**config.mk**
```make
export PLATFORM = sky130hd
export DESIGN_NAME = ring_deque_with_overwrite_unit_flat
export DESIGN_NICKNAME = d
export VERILOG_FILES = /design/src/hdl/rdq_pkg.sv /design/src/hdl/rdq_if.sv /design/src/hdl/ring_deque_with_overwrite_unit.sv /design/src/hdl/rdq_ram.sv /design/src/hdl/rdq_core.sv /design/src/flat_wrapper.sv
export SDC_FILE = /design/constraint.sdc
export NUM_CORES = 1
export LEC_CHECK = 0
export ABC_CLOCK_PERIOD_IN_PS = 7050
export BUFFER_PORTS_ARGS = -buffer_cell sky130_fd_sc_hd__buf_2
export CAP_MARGIN = 20
export CORE_MARGIN = 2
export CORE_UTILIZATION = 45
export DETAILED_ROUTE_END_ITERATION = 8
export PLACE_DENSITY = 0.62
export RECOVER_POWER = 50
export SYNTH_ARGS = -nofsm -noshare
export SYNTH_HDL_FRONTEND = slang
export SYNTH_HIERARCHICAL = 1
export SYNTH_SLANG_ARGS = --single-unit
```
**constraint.sdc**
```tcl
create_clock -name clk_i -period 7.05 [get_ports clk_i]
set_clock_uncertainty 0.1 [all_clocks]
set_input_delay 0.3525 -clock clk_i [delete_from_list [all_inputs] [get_ports clk_i]]
set_output_delay 0.3525 -clock clk_i [all_outputs]
set_load 0.02 [all_outputs]
```
**src/hdl/rdq_pkg.sv**
```systemverilog
// package: constants, codes, types and helpers of the ring deque
`default_nettype none
package rdq_pkg;

  localparam int DEPTH   = 64;
  localparam int ADDR_W  = $clog2(DEPTH);
  localparam int IDX_W   = 7;
  localparam int SUM_W   = IDX_W + 1;
  localparam int DATA_W  = 8;
  localparam int OP_W    = 4;
  localparam int STAT_W  = 2;
  localparam int APB_W   = 32;
  localparam int PADDR_W = 3;

  typedef enum logic [OP_W-1:0] {
    OP_PUSH_BACK  = 4'd0,
    OP_PUSH_FRONT = 4'd1,
    OP_POP_BACK   = 4'd2,
    OP_POP_FRONT  = 4'd3,
    OP_READ_AT    = 4'd4,
    OP_WRITE_AT   = 4'd5,
    OP_INSERT     = 4'd6,
    OP_ERASE      = 4'd7,
    OP_CLEAR      = 4'd8
  } op_e;

  localparam logic [STAT_W-1:0] ST_OK    = 2'd0;
  localparam logic [STAT_W-1:0] ST_RANGE = 2'd1;
  localparam logic [STAT_W-1:0] ST_EMPTY = 2'd2;

  localparam logic [PADDR_W-3:0] REG_CAPACITY = '0;

  typedef struct packed {
    logic             clear;
    logic [IDX_W-1:0] cap;
  } cfg_t;

  // physical slot of a logical position, head < cap and pos <= cap
  function automatic logic [ADDR_W-1:0] slot(input logic [ADDR_W-1:0] head,
                                             input logic [IDX_W-1:0]  pos,
                                             input logic [IDX_W-1:0]  cap);
    logic [SUM_W-1:0] sum;
    logic [SUM_W-1:0] wrapped;
    sum     = SUM_W'(head) + SUM_W'(pos);
    wrapped = (sum >= SUM_W'(cap)) ? sum - SUM_W'(cap) : sum;
    return wrapped[ADDR_W-1:0];
  endfunction

  function automatic logic [ADDR_W-1:0] head_inc(input logic [ADDR_W-1:0] head,
                                                 input logic [IDX_W-1:0]  cap);
    logic [IDX_W-1:0] nxt;
    nxt = IDX_W'(head) + IDX_W'(1);
    return (nxt == cap) ? '0 : nxt[ADDR_W-1:0];
  endfunction

endpackage
`default_nettype wire

```
**src/hdl/rdq_if.sv**
```systemverilog
// interfaces: request and response channels of the ring deque
`default_nettype none
interface rdq_req_if;
  logic                        valid;
  logic                        ready;
  logic [rdq_pkg::OP_W-1:0]    op;
  logic [rdq_pkg::DATA_W-1:0]  data_in;
  logic [rdq_pkg::IDX_W-1:0]   index;
  logic [rdq_pkg::IDX_W-1:0]   index_end;

  modport source (output valid, op, data_in, index, index_end, input ready);
  modport sink   (input valid, op, data_in, index, index_end, output ready);
endinterface

interface rdq_rsp_if;
  logic                        valid;
  logic                        ready;
  logic [rdq_pkg::DATA_W-1:0]  data_out;
  logic [rdq_pkg::STAT_W-1:0]  status;
  logic [rdq_pkg::IDX_W-1:0]   count;
  logic                        is_full;
  logic                        is_empty;

  modport source (output valid, data_out, status, count, is_full, is_empty, input ready);
  modport sink   (input valid, data_out, status, count, is_full, is_empty, output ready);
endinterface
`default_nettype wire

```
**src/hdl/ring_deque_with_overwrite_unit.sv**
```systemverilog
// Byte ring deque with overwrite: the elements sit in a 64-entry single-write,
// single-read memory with registered read data, and head and fill are held
// in registers beside it. Requests are taken one at a time. Read_at waits for
// the memory read before its result; insert and erase move elements one by one
// (erase of an empty range moves none), each move a memory read followed by a
// write of the read data in the cycle after. A finished result waits in an
// output register, and a new request is taken while it waits. The store has no
// clearing pass; capacity is read and written at word address 0 (byte addresses
// 0 to 3) and a write to it empties the deque.
`default_nettype none
module ring_deque_with_overwrite_unit (
  input  wire logic                          clk_i,
  input  wire logic                          rst_ni,
  rdq_req_if.sink                            req,
  rdq_rsp_if.source                          rsp,
  input  wire logic                          psel,
  input  wire logic                          penable,
  input  wire logic                          pwrite,
  input  wire logic [rdq_pkg::PADDR_W-1:0]   paddr,
  input  wire logic [rdq_pkg::APB_W-1:0]     pwdata,
  output logic      [rdq_pkg::APB_W-1:0]     prdata,
  output logic                               pready
);

  logic [rdq_pkg::IDX_W-1:0]     cap_q, cap_d;
  logic [rdq_pkg::PADDR_W-3:0]   reg_idx;
  logic                          cap_wr;
  logic [rdq_pkg::IDX_W-1:0]     cap_eff;
  rdq_pkg::cfg_t                 cfg;

  assign pready  = 1'b1;
  assign reg_idx = paddr[rdq_pkg::PADDR_W-1:2];
  assign cap_wr  = psel && penable && pwrite && pready && (reg_idx == rdq_pkg::REG_CAPACITY);
  assign cap_d   = cap_wr ? pwdata[rdq_pkg::IDX_W-1:0] : cap_q;
  assign prdata  = (reg_idx == rdq_pkg::REG_CAPACITY) ? rdq_pkg::APB_W'(cap_q) : '0;

  // saturate to 1..DEPTH
  always_comb begin
    if (cap_q == '0) begin
      cap_eff = rdq_pkg::IDX_W'(1);
    end else if (cap_q > rdq_pkg::IDX_W'(rdq_pkg::DEPTH)) begin
      cap_eff = rdq_pkg::IDX_W'(rdq_pkg::DEPTH);
    end else begin
      cap_eff = cap_q;
    end
  end

  assign cfg.clear = cap_wr;
  assign cfg.cap   = cap_eff;

  always_ff @(posedge clk_i or negedge rst_ni) begin
    if (!rst_ni) begin
      cap_q <= rdq_pkg::IDX_W'(rdq_pkg::DEPTH);
    end else begin
      cap_q <= cap_d;
    end
  end

  rdq_core u_core (
    .clk_i  (clk_i),
    .rst_ni (rst_ni),
    .cfg_i  (cfg),
    .req    (req),
    .rsp    (rsp)
  );

endmodule
`default_nettype wire

```
**src/hdl/rdq_ram.sv**
```systemverilog
// generic ram: one write port, one read port with registered read data
`default_nettype none
module rdq_ram #(
  parameter int WIDTH = 8,
  parameter int DEPTH = 64
) (
  input  wire logic                     clk_i,
  input  wire logic                     we_i,
  input  wire logic [$clog2(DEPTH)-1:0] waddr_i,
  input  wire logic [WIDTH-1:0]         wdata_i,
  input  wire logic                     re_i,
  input  wire logic [$clog2(DEPTH)-1:0] raddr_i,
  output logic      [WIDTH-1:0]         rdata_o
);

  logic [WIDTH-1:0] mem_q [DEPTH];

  always_ff @(posedge clk_i) begin
    if (we_i) begin
      mem_q[waddr_i] <= wdata_i;
    end
    if (re_i) begin
      rdata_o <= mem_q[raddr_i];
    end
  end

endmodule
`default_nettype wire

```
**src/hdl/rdq_core.sv**
```systemverilog
// core: operation sequencer, head and fill pointers, result register
`default_nettype none
module rdq_core (
  input  wire logic      clk_i,
  input  wire logic      rst_ni,
  input  wire rdq_pkg::cfg_t cfg_i,
  rdq_req_if.sink        req,
  rdq_rsp_if.source      rsp
);

  typedef enum logic [2:0] {
    S_IDLE, S_EXEC, S_RDWAIT, S_INS_RD, S_INS_WR, S_ER_RD, S_ER_WR, S_FIN
  } state_e;

  state_e                        state_q, state_d;
  logic [rdq_pkg::ADDR_W-1:0]    head_q, head_d;
  logic [rdq_pkg::IDX_W-1:0]     fill_q, fill_d;
  logic [rdq_pkg::OP_W-1:0]      op_q, op_d;
  logic [rdq_pkg::DATA_W-1:0]    data_q, data_d;
  logic [rdq_pkg::IDX_W-1:0]     idx_q, idx_d;
  logic [rdq_pkg::IDX_W-1:0]     end_q, end_d;
  logic [rdq_pkg::IDX_W-1:0]     i_q, i_d;
  logic [rdq_pkg::STAT_W-1:0]    status_q, status_d;
  logic                          rd_ok_q, rd_ok_d;
  logic                          out_valid_q, out_valid_d;
  logic [rdq_pkg::DATA_W-1:0]    out_data_q, out_data_d;
  logic [rdq_pkg::STAT_W-1:0]    out_status_q, out_status_d;
  logic [rdq_pkg::IDX_W-1:0]     out_count_q, out_count_d;
  logic                          out_full_q, out_full_d;
  logic                          out_empty_q, out_empty_d;

  logic                          we;
  logic [rdq_pkg::ADDR_W-1:0]    waddr;
  logic [rdq_pkg::DATA_W-1:0]    wdata;
  logic                          re;
  logic [rdq_pkg::ADDR_W-1:0]    raddr;
  logic [rdq_pkg::DATA_W-1:0]    rdata;

  logic                          done;
  logic [rdq_pkg::IDX_W-1:0]     cap;
  logic [rdq_pkg::IDX_W-1:0]     gap;
  logic [rdq_pkg::SUM_W-1:0]     src_pos;
  logic [rdq_pkg::IDX_W-1:0]     fill_m1;
  logic [rdq_pkg::IDX_W-1:0]     cap_m1;

  rdq_ram #(
    .WIDTH (rdq_pkg::DATA_W),
    .DEPTH (rdq_pkg::DEPTH)
  ) u_store (
    .clk_i   (clk_i),
    .we_i    (we),
    .waddr_i (waddr),
    .wdata_i (wdata),
    .re_i    (re),
    .raddr_i (raddr),
    .rdata_o (rdata)
  );

  assign req.ready    = (state_q == S_IDLE);
  assign rsp.valid    = out_valid_q;
  assign rsp.data_out = out_data_q;
  assign rsp.status   = out_status_q;
  assign rsp.count    = out_count_q;
  assign rsp.is_full  = out_full_q;
  assign rsp.is_empty = out_empty_q;

  assign cap     = cfg_i.cap;
  assign gap     = end_q - idx_q;
  assign src_pos = rdq_pkg::SUM_W'(i_q) + rdq_pkg::SUM_W'(gap);
  assign fill_m1 = fill_q - rdq_pkg::IDX_W'(1);
  assign cap_m1  = cap - rdq_pkg::IDX_W'(1);

  always_comb begin
    state_d      = state_q;
    head_d       = head_q;
    fill_d       = fill_q;
    op_d         = op_q;
    data_d       = data_q;
    idx_d        = idx_q;
    end_d        = end_q;
    i_d          = i_q;
    status_d     = status_q;
    rd_ok_d      = rd_ok_q;
    out_valid_d  = out_valid_q && !rsp.ready;
    out_data_d   = out_data_q;
    out_status_d = out_status_q;
    out_count_d  = out_count_q;
    out_full_d   = out_full_q;
    out_empty_d  = out_empty_q;
    we           = 1'b0;
    waddr        = '0;
    wdata        = '0;
    re           = 1'b0;
    raddr        = '0;
    done         = 1'b0;

    case (state_q)
      S_IDLE: begin
        if (req.valid) begin
          op_d     = req.op;
          data_d   = req.data_in;
          idx_d    = req.index;
          end_d    = req.index_end;
          status_d = rdq_pkg::ST_OK;
          rd_ok_d  = 1'b0;
          state_d  = S_EXEC;
        end
      end
      S_EXEC: begin
        case (op_q)
          rdq_pkg::OP_PUSH_BACK: begin
            we    = 1'b1;
            wdata = data_q;
            if (fill_q == cap) begin
              waddr  = head_q;
              head_d = rdq_pkg::head_inc(head_q, cap);
            end else begin
              waddr  = rdq_pkg::slot(head_q, fill_q, cap);
              fill_d = fill_q + rdq_pkg::IDX_W'(1);
            end
            done = 1'b1;
          end
          rdq_pkg::OP_PUSH_FRONT: begin
            head_d = (head_q == '0) ? cap_m1[rdq_pkg::ADDR_W-1:0]
                                    : head_q - rdq_pkg::ADDR_W'(1);
            we     = 1'b1;
            waddr  = head_d;
            wdata  = data_q;
            if (fill_q < cap) begin
              fill_d = fill_q + rdq_pkg::IDX_W'(1);
            end
            done = 1'b1;
          end
          rdq_pkg::OP_POP_BACK: begin
            if (fill_q == '0) begin
              status_d = rdq_pkg::ST_EMPTY;
            end else begin
              fill_d = fill_m1;
            end
            done = 1'b1;
          end
          rdq_pkg::OP_POP_FRONT: begin
            if (fill_q == '0) begin
              status_d = rdq_pkg::ST_EMPTY;
            end else begin
              fill_d = fill_m1;
              head_d = rdq_pkg::head_inc(head_q, cap);
            end
            done = 1'b1;
          end
          rdq_pkg::OP_READ_AT: begin
            if (idx_q >= fill_q) begin
              status_d = rdq_pkg::ST_RANGE;
              done     = 1'b1;
            end else begin
              re      = 1'b1;
              raddr   = rdq_pkg::slot(head_q, idx_q, cap);
              state_d = S_RDWAIT;
            end
          end
          rdq_pkg::OP_WRITE_AT: begin
            if (idx_q >= fill_q) begin
              status_d = rdq_pkg::ST_RANGE;
            end else begin
              we    = 1'b1;
              waddr = rdq_pkg::slot(head_q, idx_q, cap);
              wdata = data_q;
            end
            done = 1'b1;
          end
          rdq_pkg::OP_INSERT: begin
            if (idx_q > fill_q) begin
              status_d = rdq_pkg::ST_RANGE;
              done     = 1'b1;
            end else begin
              // full: drop the front element first
              if (fill_q == cap) begin
                head_d = rdq_pkg::head_inc(head_q, cap);
                fill_d = fill_m1;
                i_d    = fill_m1;
                idx_d  = (idx_q > fill_m1) ? fill_m1 : idx_q;
              end else begin
                i_d = fill_q;
              end
              state_d = S_INS_RD;
            end
          end
          rdq_pkg::OP_ERASE: begin
            if (idx_q > end_q || end_q > fill_q) begin
              status_d = rdq_pkg::ST_RANGE;
              done     = 1'b1;
            end else if (gap == '0) begin
              done = 1'b1;
            end else begin
              i_d     = idx_q;
              state_d = S_ER_RD;
            end
          end
          rdq_pkg::OP_CLEAR: begin
            head_d = '0;
            fill_d = '0;
            done   = 1'b1;
          end
          default: begin
            status_d = rdq_pkg::ST_RANGE;
            done     = 1'b1;
          end
        endcase
      end
      S_RDWAIT: begin
        rd_ok_d = 1'b1;
        done    = 1'b1;
      end
      S_INS_RD: begin
        if (i_q > idx_q) begin
          re      = 1'b1;
          raddr   = rdq_pkg::slot(head_q, i_q - rdq_pkg::IDX_W'(1), cap);
          state_d = S_INS_WR;
        end else begin
          we     = 1'b1;
          waddr  = rdq_pkg::slot(head_q, idx_q, cap);
          wdata  = data_q;
          fill_d = fill_q + rdq_pkg::IDX_W'(1);
          done   = 1'b1;
        end
      end
      S_INS_WR: begin
        we      = 1'b1;
        waddr   = rdq_pkg::slot(head_q, i_q, cap);
        wdata   = rdata;
        i_d     = i_q - rdq_pkg::IDX_W'(1);
        state_d = S_INS_RD;
      end
      S_ER_RD: begin
        if (src_pos < rdq_pkg::SUM_W'(fill_q)) begin
          re      = 1'b1;
          raddr   = rdq_pkg::slot(head_q, src_pos[rdq_pkg::IDX_W-1:0], cap);
          state_d = S_ER_WR;
        end else begin
          fill_d = fill_q - gap;
          done   = 1'b1;
        end
      end
      S_ER_WR: begin
        we      = 1'b1;
        waddr   = rdq_pkg::slot(head_q, i_q, cap);
        wdata   = rdata;
        i_d     = i_q + rdq_pkg::IDX_W'(1);
        state_d = S_ER_RD;
      end
      S_FIN: begin
        done = 1'b1;
      end
      default: begin
        state_d = S_IDLE;
      end
    endcase

    if (done) begin
      if (!out_valid_q || rsp.ready) begin
        out_valid_d  = 1'b1;
        out_data_d   = rd_ok_d ? rdata : '0;
        out_status_d = status_d;
        out_count_d  = fill_d;
        out_full_d   = (fill_d == cap);
        out_empty_d  = (fill_d == '0);
        state_d      = S_IDLE;
      end else begin
        state_d = S_FIN;
      end
    end

    if (cfg_i.clear) begin
      head_d = '0;
      fill_d = '0;
    end
  end

  always_ff @(posedge clk_i or negedge rst_ni) begin
    if (!rst_ni) begin
      state_q      <= S_IDLE;
      head_q       <= '0;
      fill_q       <= '0;
      op_q         <= '0;
      data_q       <= '0;
      idx_q        <= '0;
      end_q        <= '0;
      i_q          <= '0;
      status_q     <= rdq_pkg::ST_OK;
      rd_ok_q      <= 1'b0;
      out_valid_q  <= 1'b0;
      out_data_q   <= '0;
      out_status_q <= rdq_pkg::ST_OK;
      out_count_q  <= '0;
      out_full_q   <= 1'b0;
      out_empty_q  <= 1'b1;
    end else begin
      state_q      <= state_d;
      head_q       <= head_d;
      fill_q       <= fill_d;
      op_q         <= op_d;
      data_q       <= data_d;
      idx_q        <= idx_d;
      end_q        <= end_d;
      i_q          <= i_d;
      status_q     <= status_d;
      rd_ok_q      <= rd_ok_d;
      out_valid_q  <= out_valid_d;
      out_data_q   <= out_data_d;
      out_status_q <= out_status_d;
      out_count_q  <= out_count_d;
      out_full_q   <= out_full_d;
      out_empty_q  <= out_empty_d;
    end
  end

endmodule
`default_nettype wire
```
**src/flat_wrapper.sv**
```systemverilog
// flat-port wrapper written by rule: the top's interface ports become plain ports
module ring_deque_with_overwrite_unit_flat 
  (clk_i, rst_ni, psel, penable, pwrite, paddr, pwdata, prdata, pready, req_valid, req_op, req_data_in, req_index, req_index_end, req_ready, rsp_valid, rsp_data_out, rsp_status, rsp_count, rsp_is_full, rsp_is_empty, rsp_ready);
  rdq_req_if req_i ();
  rdq_rsp_if rsp_i ();
  input  wire logic clk_i;
  input  wire logic rst_ni;
  input  wire logic psel;
  input  wire logic penable;
  input  wire logic pwrite;
  input  wire logic [rdq_pkg::PADDR_W-1:0] paddr;
  input  wire logic [rdq_pkg::APB_W-1:0] pwdata;
  output logic      [rdq_pkg::APB_W-1:0] prdata;
  output logic pready;
  input wire logic [$bits(req_i.valid)-1:0] req_valid;
  input wire logic [$bits(req_i.op)-1:0] req_op;
  input wire logic [$bits(req_i.data_in)-1:0] req_data_in;
  input wire logic [$bits(req_i.index)-1:0] req_index;
  input wire logic [$bits(req_i.index_end)-1:0] req_index_end;
  output wire logic [$bits(req_i.ready)-1:0] req_ready;
  output wire logic [$bits(rsp_i.valid)-1:0] rsp_valid;
  output wire logic [$bits(rsp_i.data_out)-1:0] rsp_data_out;
  output wire logic [$bits(rsp_i.status)-1:0] rsp_status;
  output wire logic [$bits(rsp_i.count)-1:0] rsp_count;
  output wire logic [$bits(rsp_i.is_full)-1:0] rsp_is_full;
  output wire logic [$bits(rsp_i.is_empty)-1:0] rsp_is_empty;
  input wire logic [$bits(rsp_i.ready)-1:0] rsp_ready;
  assign req_i.valid = req_valid;
  assign req_i.op = req_op;
  assign req_i.data_in = req_data_in;
  assign req_i.index = req_index;
  assign req_i.index_end = req_index_end;
  assign req_ready = req_i.ready;
  assign rsp_valid = rsp_i.valid;
  assign rsp_data_out = rsp_i.data_out;
  assign rsp_status = rsp_i.status;
  assign rsp_count = rsp_i.count;
  assign rsp_is_full = rsp_i.is_full;
  assign rsp_is_empty = rsp_i.is_empty;
  assign rsp_i.ready = rsp_ready;
  ring_deque_with_overwrite_unit u_core (.clk_i(clk_i), .rst_ni(rst_ni), .req(req_i), .rsp(rsp_i), .psel(psel), .penable(penable), .pwrite(pwrite), .paddr(paddr), .pwdata(pwdata), .prdata(prdata), .pready(pready));
endmodule
```
; Word-level counts from Yosys, hierarchy flattened
; Memories as Yosys holds them, arrays and structs flattened. A register that Yosys moved wholly into a read port is not among the register bits.
; Cells that the tools add are included.
[word_totals]
n_memories = 1
out_inout_bits = 54
wordCells = 212
reg_bits = 79
ram_bits = 512
[op_classes]
bitwise = 1
magnitude_cmp = 14
addsub = 20
reduce_logical = 32
n_eq_ne = 37
mux = 90
[mem_list]
columns = memory, words, width, read_ports, rd_ports_with_merged_regs, write_ports, line
row1 = u_core.u_core.u_store.mem_q, 64, 8, 1, 1, 1, rdq_ram.sv:16  ; logic [WIDTH-1:0] mem_q [DEPTH];
[ops]
columns = cell, count
row1 = two-way mux 7 bit, 19
row2 = two-way mux 6 bit, 18
row3 = case mux 6 bit (3 select lines), 3
row4 = case mux 7 bit (3 select lines), 2
row5 = adder 6 x 7 -> 8 bit, 5
row6 = >= comparator 8 x 7 -> 1 bit, 5
row7 = > comparator 7 bit, 5
row8 = case mux 7 bit (5 select lines), 1
row9 = case mux 6 bit (5 select lines), 1
row10 = subtractor 6 bit, 5
row11 = logical NOT 7 bit, 4
row12 = case mux 7 bit (2 select lines), 2
row13 = two-way mux 3 bit, 9
row14 = two-way mux 8 bit, 3
row15 = case mux 8 bit (3 select lines), 1
row16 = == test 7 bit, 3
row17 = case mux 3 bit (6 select lines), 1
row18 = == test 4 x 3 -> 1 bit (second input constant), 4
row19 = != test 4 bit (second input constant), 4
row20 = case mux 8 bit (2 select lines), 1
row21 = two-way mux 1 bit, 15
row22 = != test 3 bit (second input constant), 5
row23 = adder 7 x 1 -> 7 bit (second input constant), 2
row24 = subtractor 7 x 1 -> 7 bit (second input constant), 2
row25 = 43 further kinds, 74

; Depth between registers and ports, before layout
; Gate-level depths: netlist of run 1.
[logic_depth]
word_depth = 10
depth_mapped = 32
mapped_depth_nobuf = 27

; By module
; Netlist of run 1, hierarchy kept.
[modules_own_cells]
columns = mod, n_inst, area_each_um2, seq_area_each_um2, cells_each
row1 = rdq_ram, 1, 20270.7, 15615.0, 972
row2 = rdq_core, 1, 9651.8, 1803.0, 1177
row3 = ring_deque_with_overwrite_unit, 1, 610.6, 176.4, 60

; Least setup slack after synthesis of run 1
; OpenSTA, ideal clock, no wires.
[synth_path]
kind = register -> register
startpoint = register u_core/u_core/idx_q[0] (netlist name)
endpoint = register u_core.u_core.u_store.rdata_o[2] (read register of u_core.u_core.u_store.mem_q), data pin
slack_ps = 707
t_required_ps = 6693
arrival_ps = 5986
setup_time_ps = 257
path_stages_with_launch = 26
cell_sequence = dfrtp_1 ha_1 inv_1 fa_1 fa_1 inv_1 fa_1 nor2b_1 o21ai_0 nand2b_1 xor2_1 ha_1 and4_1 a221o_1 a21o_1 a221o_1 clkbuf_1 mux2i_1 o22a_1 o21ai_0 buf_2 buf_1 mux4_2 a21oi_1 o211ai_1 a32o_1
[synth_via]
elab_chain_len = 7
elab_cells_between_ends = 23
classes_between = add/sub: 6 / order compare: 5 / mux: 12
[synth_lines]
columns = element, line
row1 = "start, declared", rdq_core.sv:20  ; logic [rdq_pkg::IDX_W-1:0] idx_q, idx_d;
row2 = "start signal, assigned", rdq_core.sv:303  ; idx_q <= idx_d;
row3 = subtractor 7 bit, rdq_core.sv:68  ; assign gap = end_q - idx_q;
row4 = adder 7 x 7 -> 8 bit, rdq_core.sv:69  ; assign src_pos = rdq_pkg::SUM_W'(i_q) + rdq_pkg::SUM_W'(gap);
row5 = adder 6 x 7 -> 8 bit, rdq_pkg.sv:44  ; sum = SUM_W'(head) + SUM_W'(pos);
row6 = >= comparator 8 x 7 -> 1 bit or subtractor 6 bit (tied branches), rdq_pkg.sv:45  ; wrapped = (sum >= SUM_W'(cap)) ? sum - SUM_W'(cap) : sum;
row7 = two-way mux 6 bit, rdq_pkg.sv:45
row8 = two-way mux 6 bit, rdq_core.sv:235  ; if (src_pos < rdq_pkg::SUM_W'(fill_q)) begin
row9 = case mux 6 bit (3 select lines) *, rdq_core.sv:97  ; case (state_q)
row10 = "named net u_core.u_core.raddr, one bit", rdq_core.sv:36  ; logic [rdq_pkg::ADDR_W-1:0] raddr;
row11 = "end, declared", rdq_ram.sv:13  ; output logic [WIDTH-1:0] rdata_o
; Mark *: on every way through the listed nets, which the timed path passes. The rest lies on a longest branch.
; A chain may end at the register's enable or synchronous reset.

; Worst setup path after layout of run 1
[layout_path]
startpoint = register u_core/u_core/end_q[0] (netlist name)
endpoint = register u_core.u_core.u_store.rdata_o[3] (read register of u_core.u_core.u_store.mem_q), data pin
[layout_via]
elab_chain_len = 7
elab_cells_between_ends = 11
classes_between = add/sub: 4 / order compare: 2 / mux: 5
[layout_lines]
columns = element, line
row1 = "start, declared", rdq_core.sv:21  ; logic [rdq_pkg::IDX_W-1:0] end_q, end_d;
row2 = "start signal, assigned", rdq_core.sv:304  ; end_q <= end_d;
row3 = subtractor 7 bit *, rdq_core.sv:68
row4 = adder 7 x 7 -> 8 bit *, rdq_core.sv:69
row5 = adder 6 x 7 -> 8 bit, rdq_pkg.sv:44
row6 = >= comparator 8 x 7 -> 1 bit or subtractor 6 bit (tied branches), rdq_pkg.sv:45
row7 = two-way mux 6 bit, rdq_pkg.sv:45
row8 = two-way mux 6 bit *, rdq_core.sv:235
row9 = case mux 6 bit (3 select lines) *, rdq_core.sv:97
row10 = "named net u_core.u_core.raddr, one bit", rdq_core.sv:36
; Marks and branches as above.

==> results of run 1 <==
## logic make-up (layout without fill, tap and decap cells)
logic type / count (synthesis) / count (layout) / share of synthesized area (%)
AO/OA/AOI/OAI: 435 / 436 / 9.67
XOR/XNOR: 91 / 91 / 2.61
buffers and inverters: 217 / 507 / 3.45
multiplexers: 207 / 207 / 12.0
other: 2 / 27 / 0.0246
adder cells (fa/ha/maj): 147 / 147 / 6.34
AND/OR/NAND/NOR: 511 / 511 / 8.27
flip-flops: 599 / 599 / 57.6
## state kept, by name, summed over array words and instances, names as in the netlist, 6 cells and up
signal / flops
u_core/u_core/idx_q: 7
u_core/u_core/u_store/mem_q: 512
u_core/u_core/rsp.count: 7
u_core/u_core/end_q: 7
u_core/cap_q: 7
u_core/u_core/fill_q: 7
u_core/u_core/i_q: 7
u_core/u_core/head_q: 6
u_core/u_core/u_store/rdata_o: 8
u_core/u_core/data_q: 8
u_core/u_core/rsp.data_out: 8
## Yosys cell counts (28+ instances only)
cell | n | share of area [%]
nor2_1 | 190 | 2.3
buf_4 | 37 | 0.91
mux4_2 | 124 | 9.1
o21ai_0 | 90 | 1.5
o22ai_1 | 29 | 0.59
ha_1 | 134 | 5.5
a21o_1 | 28 | 0.69
clkbuf_1 | 53 | 0.65
mux2i_1 | 49 | 1.6
xnor2_1 | 62 | 1.8
nand3_1 | 42 | 0.69
a21oi_1 | 93 | 1.5
edfxtp_1 | 520 | 51
inv_1 | 86 | 1.1
nor2b_1 | 37 | 0.76
xor2_1 | 29 | 0.83
dfrtp_1 | 77 | 6.3
mux2_2 | 34 | 1.3
nand2_1 | 95 | 1.2
## per-layer routing
metal | track usage, % | share of wire, %
met1 | 32.0 | 42
met2 | 39.7 | 48
met3 | 3.95 | 6.4
met4 | 10.3 | 4.3
met5 | 0 | 0
## timing repair
| action | CTS | global route |
|---|---|---|
| pin swaps | 0 | 6 |
| endpoints found under the hold margin | 47 | 0 |
| hold buffers | 34 | 0 |
| endpoints found under the setup margin | 3 | 8 |
| cloned | 0 | 4 |
| gates resized for setup | 4 | 26 |
| buffers inserted | 0 | 6 |
## tightest hold or removal path, delay by kind of cell
kind	cells	cell delay, ps
AOI/OAI and AO/OA	2	280
buffers and inverters	1	80
and+or+nand+nor	1	40
## final cells by class
class,count,share of cell area [%]
flip-flops and latches,599,49.4
multi-input cells,1418,34.1
repair buffers,299,6.56
clock buffers,77,4.87
well taps,873,3.07
clock inverters,42,1.13
inverters,89,0.938
diodes,1,0.00702
## stage by stage
stage | TNS (ps) | hold WS (ps) | util, %
after floorplan | 0 | -43.1 | -
after global placement | -201 | 132 | 49.1
after detailed placement | -221 | 131 | 49.1
after CTS | 0 | 27.8 | 52.8
after global routing | -99.3 | 75.9 | 53.1
final | 0 | 65.1 | 53.1
## worst max path at each step
stage,start,to,slack (ps),cells past startpoint
global route,u_core/u_core/end_q[0],u_core/u_core/u_store/rdata_o[7],-30,26
finish,u_core/u_core/end_q[0],u_core/u_core/u_store/rdata_o[3],230,29
detailed placement,u_core/u_core/end_q[0],u_core/u_core/u_store/rdata_o[5],-200,28
CTS,u_core/u_core/end_q[0],u_core/u_core/u_store/rdata_o[6],3,26
floorplan,u_core/u_core/idx_q[0],u_core/u_core/u_store/rdata_o[2],710,25
global placement,u_core/u_core/end_q[0],u_core/u_core/u_store/rdata_o[5],-160,28
==> results.yml, run 1 <==
worst_setup_path:
  cp.required_ps: 7320
  slowest_stage: "mux4_2"
  arrival_ps: 7080
  path_buf_inv: 7
  reg2reg_to: "u_core/u_core/u_store/rdata_o[3]"
  r2r_cells: 29
  worst_setup_path_end_kind: "flop"
  critPathKind: "reg -> reg"
  ff2ff_setup_slack_ps: 230
  crit_family: "compound AO/OA/AOI/OAI gates"
  slowest_delay_ps: 570
  startpoint_type: "flop"
  rr_startpoint: "u_core/u_core/end_q[0]"
  crit_top_cell: "ha_1"
  cp_max_fo: 6
cts:
  insertion_delay_ps: 630
  htree_num_levels: 3
  cts_inserted_buffers: 67
  clkSlewWorstSetupHoldPaths_ps: 60
  cts_root_buf: "clkbuf_16"
  clock_sinks: 599
  clk_path_buf_depth: 3
  cts_tree: "yes"
final_layout:
  stdcell_area_sq_um: 35600
  nFillCells: 5576
  area_growth_pct: 16.7
  stdcell_count: 3398
  nNetsFinal: 2689
  final_cell_mix: "edfxtp_1 (520), nor2_1 (189), buf_4 (169), ha_1 (133), mux4_2 (124)"
  layout_commonest_cell: "edfxtp_1"
  multi_input_area_sq_um: 12100
  drive_gt1_share_pct: 21.8
  seq_area_sq_um: 17600
die:
  ios: 122
  rows: 95
  core_area_sq_um: 67200
  chipWidth_um: 264
  dieArea_sq_um: 69900
  die_h_um: 264
  start_util_pct: 45.5
logic_synthesis:
  synth_area_sq_um: 30500
  synth_seq_area_share_pct: 57.6
  postSynthAreaPerCell_sq_um: 13.8
  yosys_register_bits: 599
  synth_cells: 2209
  yosys_most_used_dff: "edfxtp_1"
  async_flop_share_pct: 13.2
  ys_types: 90
  synth_warnings: 6
  synth_edf_count: 520
global_routing:
  track_usage_pct: 24.2
  grt_pass1_vias: 19903
  antenna_found_initial: 1
  overflow: 0
  grt_pass1_wl_um: 126000
  grt_max_degree: 66
route:
  num_vias: 20092
  routedWlPerCell_um: 25.1
  first_pass_iters: 5
  viasPerCell: 5.91
  routed_wl_um: 85200
  drc: 0
  drt_iter0_drc: 1915
  antenna_left: 0
placement:
  dpl_cell_area_sq_um: 33000
  placed_cells: 3234
  globalplace.congestion: 0.963
  dp_hpwl_um: 59600
  numPortBuffers: 68
  place_worst_setup_slack_ps: -195
timing:
  worst_pin_slew_ps: 3960
  max_slew_margin_pct: -164
  fmax_mhz: 147
  setup_ws_ps: 234
  drv_slew: 387
  min_period_ps: 6820
  setup_viol: 0
  post-route-period-util_pct: 96.7
  hold_viol: 0
min_path:
  hp-class: "in -> reg"
  hold_depth: 4
  worstHoldEndpoint: "u_core/u_core/idx_q[6]"
  hp-start: "req_index[6]"
flow_run:
  cap_violations: 8
status:
  status: "complete, but fails checks"
  violations: "max-capacitance violations, max-slew violations"
Power of run 1 is left out: the tool's default activity adds up to more than one toggle a clock period on the data nets, which glitch-free logic cannot reach.
==> inputs of run 2 (changes only) <==
Settings changed: CTS_BUF_LIST set to sky130_fd_sc_hd__clkbuf_2.
==> run 2 against run 1 <==
Compared with the run above: the flow still finishes with violations (max-capacitance violations, max-slew violations); critical path depth is 1 higher; final cell count is 6.7% higher; worst hold slack better by 53 ps; setup slack worse by 5.1 ps; die area stayed put; critical endpoint is now u_core/u_core/u_store/rdata_o[5]; non-clock buffer count is 85 higher; sequential share of layout area hardly changed.
==> results.yml, run 2 (same netlist as run 1, synthesis figures left out) <==
die:
  rows: 95
  ios: 122
  start_util_pct: 45.5
  chipWidth_um: 264
  die_h_um: 264
  core_area_sq_um: 67200
  dieArea_sq_um: 69900
placement:
  numPortBuffers: 68
  dp_hpwl_um: 59600
  place_worst_setup_slack_ps: -195
  globalplace.congestion: 0.963
final_layout:
  regMostFlops: "u_core/u_core/u_store/mem_q"
  nFillCells: 5750
  drive_gt1_share_pct: 25.3
  nNetsFinal: 2861
  multi_input_area_sq_um: 12100
  largest_reg_flops: 512
  final_cell_mix: "edfxtp_1 (520), clkbuf_2 (220), nor2_1 (188), buf_4 (168), ha_1 (132)"
  seq_area_sq_um: 17600
  area_growth_pct: 16.8
  layout_commonest_cell: "edfxtp_1"
worst_setup_path:
  startpoint: "u_core/u_core/end_q[0]"
  r2r_cells: 30
  startpoint_type: "flop"
  cp_max_fo: 12
  slowest_stage: "fa_2"
  crit_top_cell: "buf_4"
  rr_startpoint: "u_core/u_core/end_q[0]"
  worst_setup_path_end_kind: "flop"
  slowest_delay_ps: 570
  cp.required_ps: 8130
  arrival_ps: 7900
  critPathKind: "reg -> reg"
cts:
  cts_root_buf: "clkbuf_2"
  clkSlewWorstSetupHoldPaths_ps: 150
  clock_sinks: 599
  clk_path_buf_depth: 3
  cts_tree: "yes"
  insertion_delay_ps: 1340
  htree_num_levels: 4
  cts_inserted_buffers: 155
route:
  num_vias: 20878
  routedWlPerCell_um: 24.0
  drt_iter0_drc: 1897
  routed_wl_um: 86900
  drc: 0
  antenna_left: 0
  first_pass_iters: 6
  viasPerCell: 5.76
status:
  status: "complete, but fails checks"
  violations: "max-capacitance violations, max-slew violations"
min_path:
  hp-class: "in -> async"
timing:
  setup_ws_ps: 229
  worst_pin_slew_ps: 3900
  fmax_mhz: 147
  max_slew_margin_pct: -160
  setup_viol: 0
  drv_slew: 385
  post-route-period-util_pct: 96.8
  hold_viol: 0
  min_period_ps: 6820
global_routing:
  grt_pass1_vias: 21110
  antenna_found_initial: 4
  grt_pass1_wl_um: 130000
  grt_max_degree: 66
  track_usage_pct: 24.9
  overflow: 0
flow_run:
  cap_violations: 8
==> run 2: critical path: cells and delay by family (launching register included) <==
| family | cells | cell delay [ps] |
|---|---|---|
| XOR/XNOR | 1 | 190 |
| multiplexers | 1 | 330 |
| AND/OR/NAND/NOR | 6 | 1000 |
| AO/OA/AOI/OAI | 8 | 1630 |
| adder cells (fa/ha/maj) | 5 | 1910 |
| flip-flops | 1 | 360 |
| buffers and inverters | 9 | 1160 |
==> run 2: per-layer routing <==
layer	routed length, um	GRT usage (%)	vias to the layer above
met2	42200	41.1	806
li1	-	-	9441
met4	3100	10.3	2
met1	36300	32.5	10438
met5	13	0	-
met3	5320	4.78	191
==> run 2: layout make-up <==
type                       count  area share [%]
tap                          873            3.06
clock buffer                 217            3.05
antenna                        3          0.0211
multi-input combinational   1417            34.1
clock inverter                44           0.600
sequential                   599            49.4
inverter                      89           0.937
timing repair buffer         384            8.91
==> run 2: repair_timing <==
action,in CTS,in global routing
cloned,1,2
endpoints found under the hold margin,147,0
setup buffers,0,10
hold buffers,114,0
pin swaps,1,7
setup endpoints to repair,5,8
gates resized for setup,10,26
==> run 2: path summary, 6_finish.rpt <==
path | endpoint | slack, ps
worst min register to register | u_core/u_core/rsp.status[1] | 410
min in group clk_i | u_core/u_core/rd_ok_q | 150
worst max register to register | u_core/u_core/u_store/rdata_o[5] | 230
max in group asynchronous | u_core/u_core/i_q[5] | 2410
worst min-delay path | u_core/u_core/head_q[5] | 120
worst max-delay path | u_core/u_core/u_store/rdata_o[5] | 230
==> run 2: per-stage QoR <==
step,setup TNS (ps),area [sq um],hold slack (ps),util (%),instances
detailed placement,-221,33000,131,49.1,3234
global route,-117,35700,67.9,53.1,3626
CTS,0,35500,14.8,52.9,3610
floorplan,0,30600,-43.1,-,2233
finish,0,35700,118,53.1,3626
global placement,-201,33000,132,49.1,3232
Power of run 2 is left out for the same reason.
